===== src/rtl/core/frkvc_pkg.sv =====
// ----------------------------------------------------------------------------
// frkvc_pkg: shared types for the FIFO-replaced key-value cache
// Operation codes, controller states and the command/status structs that
// join the controller and the datapath.
// ----------------------------------------------------------------------------
package frkvc_pkg;

  typedef enum logic [1:0] {
    OP_SET = 2'd0,
    OP_GET = 2'd1,
    OP_ADD = 2'd2
  } op_t;

  typedef enum logic [1:0] {
    S_IDLE,
    S_SCAN,
    S_UPD
  } state_t;

  // controller -> datapath
  typedef struct packed {
    logic load;    // capture the incoming transaction, restart the scan
    logic scan;    // read/compare one entry per cycle
    logic commit;  // write the table and load the output register
  } cmd_t;

  // datapath -> controller
  typedef struct packed {
    logic match;      // compared entry holds the key
    logic miss_done;  // every filled entry compared, no match
    logic op_nop;     // unused operation code
  } status_t;

endpackage


===== src/rtl/core/frkvc_ctrl.sv =====
// ----------------------------------------------------------------------------
// frkvc_ctrl: key-value cache controller
// Input handshake, scan/update sequencing and output valid.
// ----------------------------------------------------------------------------
module frkvc_ctrl (
  input  logic                 clk,
  input  logic                 rst_n,
  input  logic                 in_valid,
  output logic                 in_stall,
  output logic                 out_valid,
  input  logic                 out_stall,
  input  frkvc_pkg::status_t   sts,
  output frkvc_pkg::cmd_t      cmd
);

  frkvc_pkg::state_t state_r, state_nxt;
  logic              out_valid_r, out_valid_nxt;
  logic              out_free;

  assign out_free = !out_valid_r || !out_stall;

  always_ff @(posedge clk) begin
    if (!rst_n) begin
      state_r     <= frkvc_pkg::S_IDLE;
      out_valid_r <= 1'b0;
    end else begin
      state_r     <= state_nxt;
      out_valid_r <= out_valid_nxt;
    end
  end

  always_comb begin
    state_nxt  = state_r;
    cmd        = '0;
    in_stall   = 1'b1;
    case (state_r)
      frkvc_pkg::S_IDLE: begin
        in_stall = 1'b0;
        if (in_valid) begin
          cmd.load  = 1'b1;
          state_nxt = frkvc_pkg::S_SCAN;
        end
      end
      frkvc_pkg::S_SCAN: begin
        cmd.scan = !sts.op_nop;
        if (sts.op_nop || sts.match || sts.miss_done) begin
          state_nxt = frkvc_pkg::S_UPD;
        end
      end
      frkvc_pkg::S_UPD: begin
        if (out_free) begin
          cmd.commit = 1'b1;
          state_nxt  = frkvc_pkg::S_IDLE;
        end
      end
      default: begin
        state_nxt = frkvc_pkg::S_IDLE;
      end
    endcase
    if (cmd.commit) begin
      out_valid_nxt = 1'b1;
    end else begin
      out_valid_nxt = out_valid_r && out_stall;
    end
  end

  assign out_valid = out_valid_r;

  a_out_from_commit: assert property (@(posedge clk) disable iff (!rst_n)
    $rose(out_valid_r) |-> $past(cmd.commit))
    else $error("result raised without a commit");

endmodule


===== config.mk =====
export PLATFORM = sky130hd
export DESIGN_NAME = frkvc_ctrl
export DESIGN_NICKNAME = d
export VERILOG_FILES = /design/src/rtl/core/frkvc_pkg.sv /design/src/rtl/core/frkvc_ctrl.sv
export SDC_FILE = /design/constraint.sdc
export NUM_CORES = 1
export LEC_CHECK = 0
export BUFFER_PORTS_ARGS = -buffer_cell sky130_fd_sc_hd__buf_2
export CAP_MARGIN = 20
export CORE_AREA = 2 2 39 41
export CTS_CLUSTER_SIZE = 40
export DETAILED_ROUTE_END_ITERATION = 10
export DIE_AREA = 0 0 41 43
export MAX_ROUTING_LAYER = met4
export PLACE_DENSITY_LB_ADDON = 0.05
export REMOVE_ABC_BUFFERS = 1
export SLEW_MARGIN = 20
export SYNTH_ARGS = -nofsm -noshare
export SYNTH_HDL_FRONTEND = slang
export SYNTH_SLANG_ARGS = --single-unit

===== constraint.sdc =====
create_clock -name clk -period 2 [get_ports clk]
set_input_delay 0 -clock clk [delete_from_list [all_inputs] [get_ports clk]]
set_output_delay 0 -clock clk [all_outputs]
set_load 0.02 [all_outputs]

==> flow_summary.toml, run 1 <==
[floorplanning]
core_region_area_sq_um = 1380
fp.dieH_um = 43
initial_core_util_pct = 10.8
rows = 14
die_area_sq_um = 1760
io_pins = 12
die_w_um = 41

[critical_path]
cp_max_fo = 5
arrival_ns = 1.11
start_kind = "register"
crit_type = "register to output port"
r2r_slack_ns = 1.17
r2r_cells = 2
cp-startpoint = "state_r[1]"
timing.rr.start = "state_r[0]"
crit_required_ns = 2.00
end_kind = "output port"

[placement]
placed_area_sq_um = 224
placedCellCount = 45
gp_congestion = 0.652
dp_slack_ns = 1.12
io_buffers = 11
hpwl_um = 352

[worst_hold_path]
worstHoldPathCells = 3
hold_class = "input pin to register"
worstHoldStart = "sts[1]"

[clock_network]
cts_buffer_depth = 2
cts_root_buf = "clkbuf_4"
cts_tree = "yes"
cts_resized = 0
clkTransAtPathRegs_ns = 0.04
htree_num_levels = 1
clock-sinks = 3
post-cts-setup-buffer-count = 0
clk-insertion-delay-late_ns = 0.23
postCtsHoldBufs = 0
cts_made_buffers = 3

[route]
wl_per_cell_um = 8.14
num_vias = 177
ant_nets = 0
drt_iter0_drc = 2
vias_per_cell = 3.61
drc = 0
firstDrtPassIters = 2
drt-total-wl_um = 399

[power_and_ir_drop]
p_sw_share_pct = 24.6
power.leakage_nw = 0.123
peakVddDrop_v = 0.000156
pwr-share-comb_pct = 16.4
p_seq_share_pct = 32.6
totalPowerFinal_uw = 203
power.net_switching_uw = 49.9
clkPwrFrac_pct = 51.1
power.internal_uw = 153
power_density_nw_per_um2 = 811

[grt]
grt_max_degree = 6
grt_use_total_pct = 5.76
grt_pass1_wl_um = 600
gr-total-overflow = 0
antenna_found_initial = 0
grt_pass1_vias = 160

[timing]
finalSetupViolations = 0
max_freq_mhz = 902
final.setup_skew_ns = 0.00216
fin_tns_setup_ns = 0
tightest_slew_ns = 0.205
holdWs_ns = 0.0465
grt_setup_unrepaired = "false"
relSlewSlack_pct = 86.3
final-hold-violation-count = 0
fin_ws_ns = 0.892
fin_crit_sh_pct = 55.4
min_period_ns = 1.11
report.final.slew_viol_count = 0

[final_layout]
multi_input_area_sq_um = 81.3
final_area_sq_um = 250
fill_cells = 167
seq_area_sq_um = 60.1
final_layout_size_suffix_gt1_share_pct = 45.5
layout-area-overhead-vs-synth_pct = 68.1
antennaDiodeCount = 0
fin_nets = 41
fin_util_pct = 18.1
stdcell_count = 49

[yosys]
synth_cells = 18
ys_seq_elements = 3
synth.avg_cell_area_sq_um = 8.27
syn_area_sq_um = 149
yosys_warnings = 0
synth_cell_types = 13
ys_seq_area_share_pct = 40.3

[run]
drv_cap = 0

[outcome]
status = "finished clean"
==> final timing paths <==
kind                 to
max              cmd[2]
min reg2reg   out_valid
max reg2reg  state_r[0]
min          state_r[1]
==> placed cells by master, fill, tap and decap left out, types with 2 or more instances in the layout <==
master    Yosys  final
a21oi_1       2      2
dfxtp_1       3      3
inv_1         2      2
buf_2         0     11
o32ai_1       2      2
clkbuf_4      0      3
==> critical path, cell delays in order (launching register included) <==
cell and delay, ns:
dfxtp_1 0.33, or2_2 0.31, nor2_1 0.08, buf_2 0.16
==> cell type report <==
| cell class | instances | share of cell area [%] |
|---|---|---|
| Multi-Input combinational cell | 13 | 32.5 |
| Sequential cell | 3 | 24.0 |
| Timing Repair Buffer | 11 | 22.0 |
| Clock buffer | 4 | 10.5 |
| Tap cell | 16 | 8.00 |
| Inverter | 2 | 3.00 |
==> per-layer routing <==
| metal | GRT usage, % | share of wire, % | up-vias |
|---|---|---|---|
| met5 | - | 0 | - |
| met4 | 6.00 | 0 | 0 |
| met3 | 3.14 | 10 | 0 |
| met2 | 7.50 | 52 | 5 |
| met1 | 5.47 | 38 | 78 |
| li1 | - | - | 94 |
==> registers in the layout, indices dropped and copies added, names as in the netlist <==
name       flops
state_r        2
out_valid      1
==> synthesized netlist by cell type <==
master    number  share of area [%]
or2_2          1                4.2
or2b_1         1                5.0
nand2b_1       1                4.2
or3_1          1                4.2
a21oi_1        2                6.7
o32ai_1        2                 12
nand2_1        1                2.5
nand3b_1       1                5.0
inv_1          2                5.0
dfxtp_1        3                 40
nor3b_1        1                5.0
nor2_1         1                2.5
nor3_1         1                3.4
==> cell families after synthesis <==
kind of cell           after synthesis  share of synthesized area (%)
AO/OA/AOI/OAI                        4                           18.5
buffers and inverters                2                           5.04
flip-flops                           3                           40.3
AND/OR/NAND/NOR                      9                           36.1
==> power by group through the flow <==
stage               registers, mW  clock network (mW)  logic (mW)
finish                     0.0661               0.104      0.0333
global placement           0.0668                   0      0.0342
global route               0.0665               0.112      0.0373
detailed placement         0.0671                   0      0.0338
floorplan                  0.0671                   0      0.0188
CTS                        0.0662               0.110      0.0340
(Power assumes the default switching activity.)
==> inputs of run 2 (changes only) <==
==> constraint.sdc (replaced) <==
create_clock -name clk -period 0.9 [get_ports clk]
set_input_delay 0 -clock clk [delete_from_list [all_inputs] [get_ports clk]]
set_output_delay 0 -clock clk [all_outputs]
set_load 0.02 [all_outputs]
==> run 2 against run 1 <==
Against the previous run: the run now ends with setup timing left; combinational power increased to 3.2 times the previous value; register-to-register slack got worse by 1.1 ns; utilization increased by 4.2 points; sequential power increased by 130%; clock skew increased by 0.0010 ns; sequential share of layout area decreased by 3.8 points; die area unchanged; non-clock buffer count increased by 2; via count increased by 14%; routed wire length increased by 7.0%; largest cell class unchanged; largest power group unchanged.
==> flow_summary.toml, run 2 (same netlist as run 1, synthesis figures left out) <==
[outcome]
status = "finished with violations"
violations = "setup timing"

[route]
wl_per_cell_um = 8.37
vias_per_cell = 3.96
ant_nets = 0
drt_iter0_drc = 1
drc = 0
num_vias = 202
firstDrtPassIters = 2
drt-total-wl_um = 427

[floorplanning]
io_pins = 12
initial_core_util_pct = 10.8
fp.dieH_um = 43
die_area_sq_um = 1760
die_w_um = 41
core_region_area_sq_um = 1380
rows = 14

[timing]
tightest_slew_ns = 0.225
grt_setup_unrepaired = "true"
min_period_ns = 1.00
final.setup_skew_ns = 0.00320
fin_tns_setup_ns = -0.289
holdWs_ns = 0.0483
finalSetupViolations = 4
max_freq_mhz = 996
fin_ws_ns = -0.104
relSlewSlack_pct = 85.0
fin_crit_sh_pct = 112
final-hold-violation-count = 0
report.final.slew_viol_count = 0

[final_layout]
fill_cells = 166
final_layout_size_suffix_gt1_share_pct = 65.7
fin_nets = 43
antennaDiodeCount = 0
layout_commonest_cell = "buf_2"
layout-area-overhead-vs-synth_pct = 108
fin_util_pct = 22.3
largest_reg_flops = 2
regMostFlops = "state_r"
mostFrequentLayoutCells = "buf_2 (8), clkbuf_4 (3), buf_4 (3)"

[critical_path]
path_cells = "or2_4 -> nor2_4 -> buf_6"
cp_max_fo = 4
start_kind = "register"
max_stage_delay_ns = 0.34
crit_slowest_cell = "dfxtp_2"
end_kind = "output port"
crit_type = "register to output port"
arrival_ns = 1.00
crit_required_ns = 0.90

[power_and_ir_drop]
power.leakage_nw = 0.142
p_seq_share_pct = 30.7
peakVddDrop_v = 0.000406
clkPwrFrac_pct = 47.4
power.net_switching_uw = 121
pwr-share-comb_pct = 21.9
power.internal_uw = 364
p_sw_share_pct = 25.0
power_density_nw_per_um2 = 1570

[placement]
io_buffers = 11
hpwl_um = 343
dp_slack_ns = 0.0212
gp_congestion = 0.693

[grt]
grt_use_total_pct = 6.89
antenna_found_initial = 0
gr-total-overflow = 0
grt_pass1_wl_um = 738
grt_pass1_vias = 212
grt_max_degree = 5

[clock_network]
clk-insertion-delay-late_ns = 0.23
cts_buffer_depth = 2
clock-sinks = 3
clkTransAtPathRegs_ns = 0.03
cts_made_buffers = 3
cts_root_buf = "clkbuf_4"
postCtsHoldBufs = 0
cts_tree = "yes"
htree_num_levels = 1

[run]
drv_cap = 0

[worst_hold_path]
hold_class = "input pin to register"
## run 2: cell count changes in the layout (fill, tap and decap cells not counted), moves of 2 or more
cell / before / now
dfxtp_2: 0 / 2
dfxtp_1: 3 / 1
buf_6: 0 / 2
buf_2: 11 / 8
buf_4: 0 / 3
## run 2: area by class of cell
type	instances	area (sq um)	share of cell area (%)
inverter	2	7.51	2.43
timing repair buffer	13	85.1	27.5
tap	16	20.0	6.48
clock buffer	4	26.3	8.50
sequential	3	62.6	20.2
multi-input combinational	13	108	34.8
## run 2: path summary, 6_finish.rpt
kind                            cells past startpoint  startpoint          to  slack [ns]
worst max register to register                      2  state_r[0]  state_r[0]        0.04
worst min-delay path                                3      sts[1]  state_r[1]        0.05
worst max-delay path                                3  state_r[1]      cmd[2]       -0.10
worst min register to register                      2   out_valid   out_valid        0.51
## run 2: worst max-delay path: cells and delay by family (launching register included)
family	cells	cell delay (ns)
flops	1	0.34
simple gates	2	0.33
buf+inv	1	0.11
## run 2: stage by stage
stage,power [mW],instance area (sq um),instances
after floorplan,0.191,149,18
after global placement,0.225,224,45
after detailed placement,0.225,224,45
after CTS,0.484,287,51
after global routing,0.519,309,51
final,0.485,309,51
## run 2: metal layers
metal	vias to the layer above	global-route usage, %	routed length [um]
li1	101	-	-
met3	0	3.14	45
met5	-	-	0
met2	5	10.0	240
met4	0	8.00	0
met1	96	5.47	141
## run 2: what timing repair did
| action | in CTS | in global routing |
|---|---|---|
| pin swaps | 3 | 1 |
| endpoints found under the setup margin | 4 | 5 |
| setup buffers | 2 | 0 |
| gates resized for setup | 8 | 5 |
## run 2: power groups by stage
stage	Combinational (mW)	Sequential, mW	Clock [mW]
finish	0.106	0.149	0.230
global route	0.118	0.150	0.251
CTS	0.0944	0.147	0.242
detailed placement	0.0758	0.149	0
global placement	0.0752	0.149	0
floorplan	0.0417	0.149	0
==> inputs of run 3 (changes only) <==
==> constraint.sdc (replaced) <==
create_clock -name clk -period 1.1 [get_ports clk]
set_input_delay 0 -clock clk [delete_from_list [all_inputs] [get_ports clk]]
set_output_delay 0 -clock clk [all_outputs]
set_load 0.02 [all_outputs]
==> run 3 against run 2 <==
Against the previous run: the flow now finishes without violations; design area fell by 15%; highest routed layer unchanged; largest power group unchanged; power fell by 22%; largest cell class unchanged; first-iteration DRC count fell by 100%.
==> flow_summary.toml, run 3 (same netlist as run 1, synthesis figures left out) <==
[outcome]
status = "finished clean"

[critical_path]
crit_family = "simple AND/OR/NAND/NOR gates"
end_kind = "output port"
start_kind = "register"
critPathBufInv = 1
cp_max_fo = 5
arrival_ns = 1.05
crit_required_ns = 1.10
crit_slowest_cell = "dfxtp_2"
path_cells = "or2_4 -> nor2_1 -> buf_4"
max_stage_delay_ns = 0.33
crit_type = "register to output port"

[floorplanning]
core_region_area_sq_um = 1380
initial_core_util_pct = 10.8
die_w_um = 41
fp.dieH_um = 43
rows = 14
io_pins = 12
die_area_sq_um = 1760

[power_and_ir_drop]
peakVddDrop_v = 0.000530
clkPwrFrac_pct = 50.2
power.internal_uw = 284
power.leakage_nw = 0.123
power_density_nw_per_um2 = 1440
p_sw_share_pct = 25.1
power.net_switching_uw = 94.8
pwr-share-comb_pct = 17.8
p_seq_share_pct = 32.0

[timing]
final.setup_skew_ns = 0.00336
min_period_ns = 1.05
final-hold-violation-count = 0
report.final.slew_viol_count = 0
max_freq_mhz = 955
fin_crit_sh_pct = 95.2
relSlewSlack_pct = 83.8
tightest_slew_ns = 0.242
finalSetupViolations = 0
grt_setup_unrepaired = "true"

[clock_network]
cts_tree = "yes"
postCtsHoldBufs = 0
cts_buffer_depth = 2
clk-insertion-delay-late_ns = 0.23
htree_num_levels = 1
clkTransAtPathRegs_ns = 0.04
clock-sinks = 3
cts_root_buf = "clkbuf_4"
cts_made_buffers = 3

[final_layout]
mostFrequentLayoutCells = "buf_2 (9), clkbuf_4 (3)"
antennaDiodeCount = 0
largest_reg_flops = 2
stdcell_count = 49
final_area_sq_um = 263
layout-area-overhead-vs-synth_pct = 76.5
layout_commonest_cell = "buf_2"
final_layout_size_suffix_gt1_share_pct = 51.5
fin_nets = 41
regMostFlops = "state_r"

[worst_hold_path]
hold_class = "input pin to register"

[placement]
placedCellCount = 45
placed_area_sq_um = 224
io_buffers = 11
hpwl_um = 357
gp_congestion = 0.676

[grt]
grt_use_total_pct = 7.10
antenna_found_initial = 0
grt_max_degree = 6
gr-total-overflow = 0
grt_pass1_vias = 197
grt_pass1_wl_um = 800

[route]
drt-total-wl_um = 429
ant_nets = 0
num_vias = 175
vias_per_cell = 3.57
drc = 0
wl_per_cell_um = 8.76
firstDrtPassIters = 1
drt_iter0_drc = 0

[run]
drv_cap = 0
[run 3: per-layer routing]
metal  up-vias  GRT usage, %  share of wire (%)
met3         0          3.14                6.5
li1         93             -                  -
met4         0          6.00                  0
met5         -             -                  0
met2         5          8.75                 52
met1        77          8.36                 41
[run 3: power groups by stage]
stage / combinational [mW] / clock [mW] / sequential [mW]
floorplan: 0.0341 / 0 / 0.122
global placement: 0.0623 / 0 / 0.122
detailed placement: 0.0625 / 0 / 0.122
CTS: 0.0668 / 0.200 / 0.121
global route: 0.0751 / 0.211 / 0.122
finish: 0.0673 / 0.190 / 0.121
[run 3: what timing repair did]
action / in CTS / in global routing
resized for setup: 3 / 2
pin swaps: 1 / 0
endpoints found under the setup margin: 1 / 1
setup buffers: 0 / 0
hold endpoints to repair: 0 / 0
[run 3: path summary, 6_finish.rpt]
| check | startpoint | to | slack, ns | cells after the start |
|---|---|---|---|---|
| worst max-delay path | state_r[1] | cmd[2] | 0.05 | 3 |
| worst min-delay path | sts[1] | state_r[1] | 0.04 | 3 |
| worst max register to register | state_r[0] | state_r[0] | 0.21 | 2 |
| worst min register to register | state_r[1] | state_r[0] | 0.50 | 1 |
[run 3: final cells by class]
class	count	area (sq um)
flip-flops and latches	3	61.3
well taps	16	20.0
fillers	172	1120
multi-input cells	13	87.6
inverters	2	7.51
repair buffers	11	60.1
clock buffers	4	26.3
[run 3: worst min-delay path: stages]
cell and delay, ns:
buf_2 0.08, nor3_1 0.04, o32ai_1 0.10
[run 3: through the flow]
stage,setup slack [ns],power [mW],utilization (%),setup TNS [ns],hold slack [ns]
6_report,0.0525,0.378,19.0,0,0.0392
3_5_place_dp,0.222,0.184,16.2,0,0.278
4_1_cts,0.0336,0.387,18.5,0,0.0321
3_3_place_gp,0.177,0.184,16.2,0,0.286
2_1_floorplan,0.120,0.156,-,0,0.0817
5_1_grt,-0.00213,0.408,19.0,-0.00213,0.0688
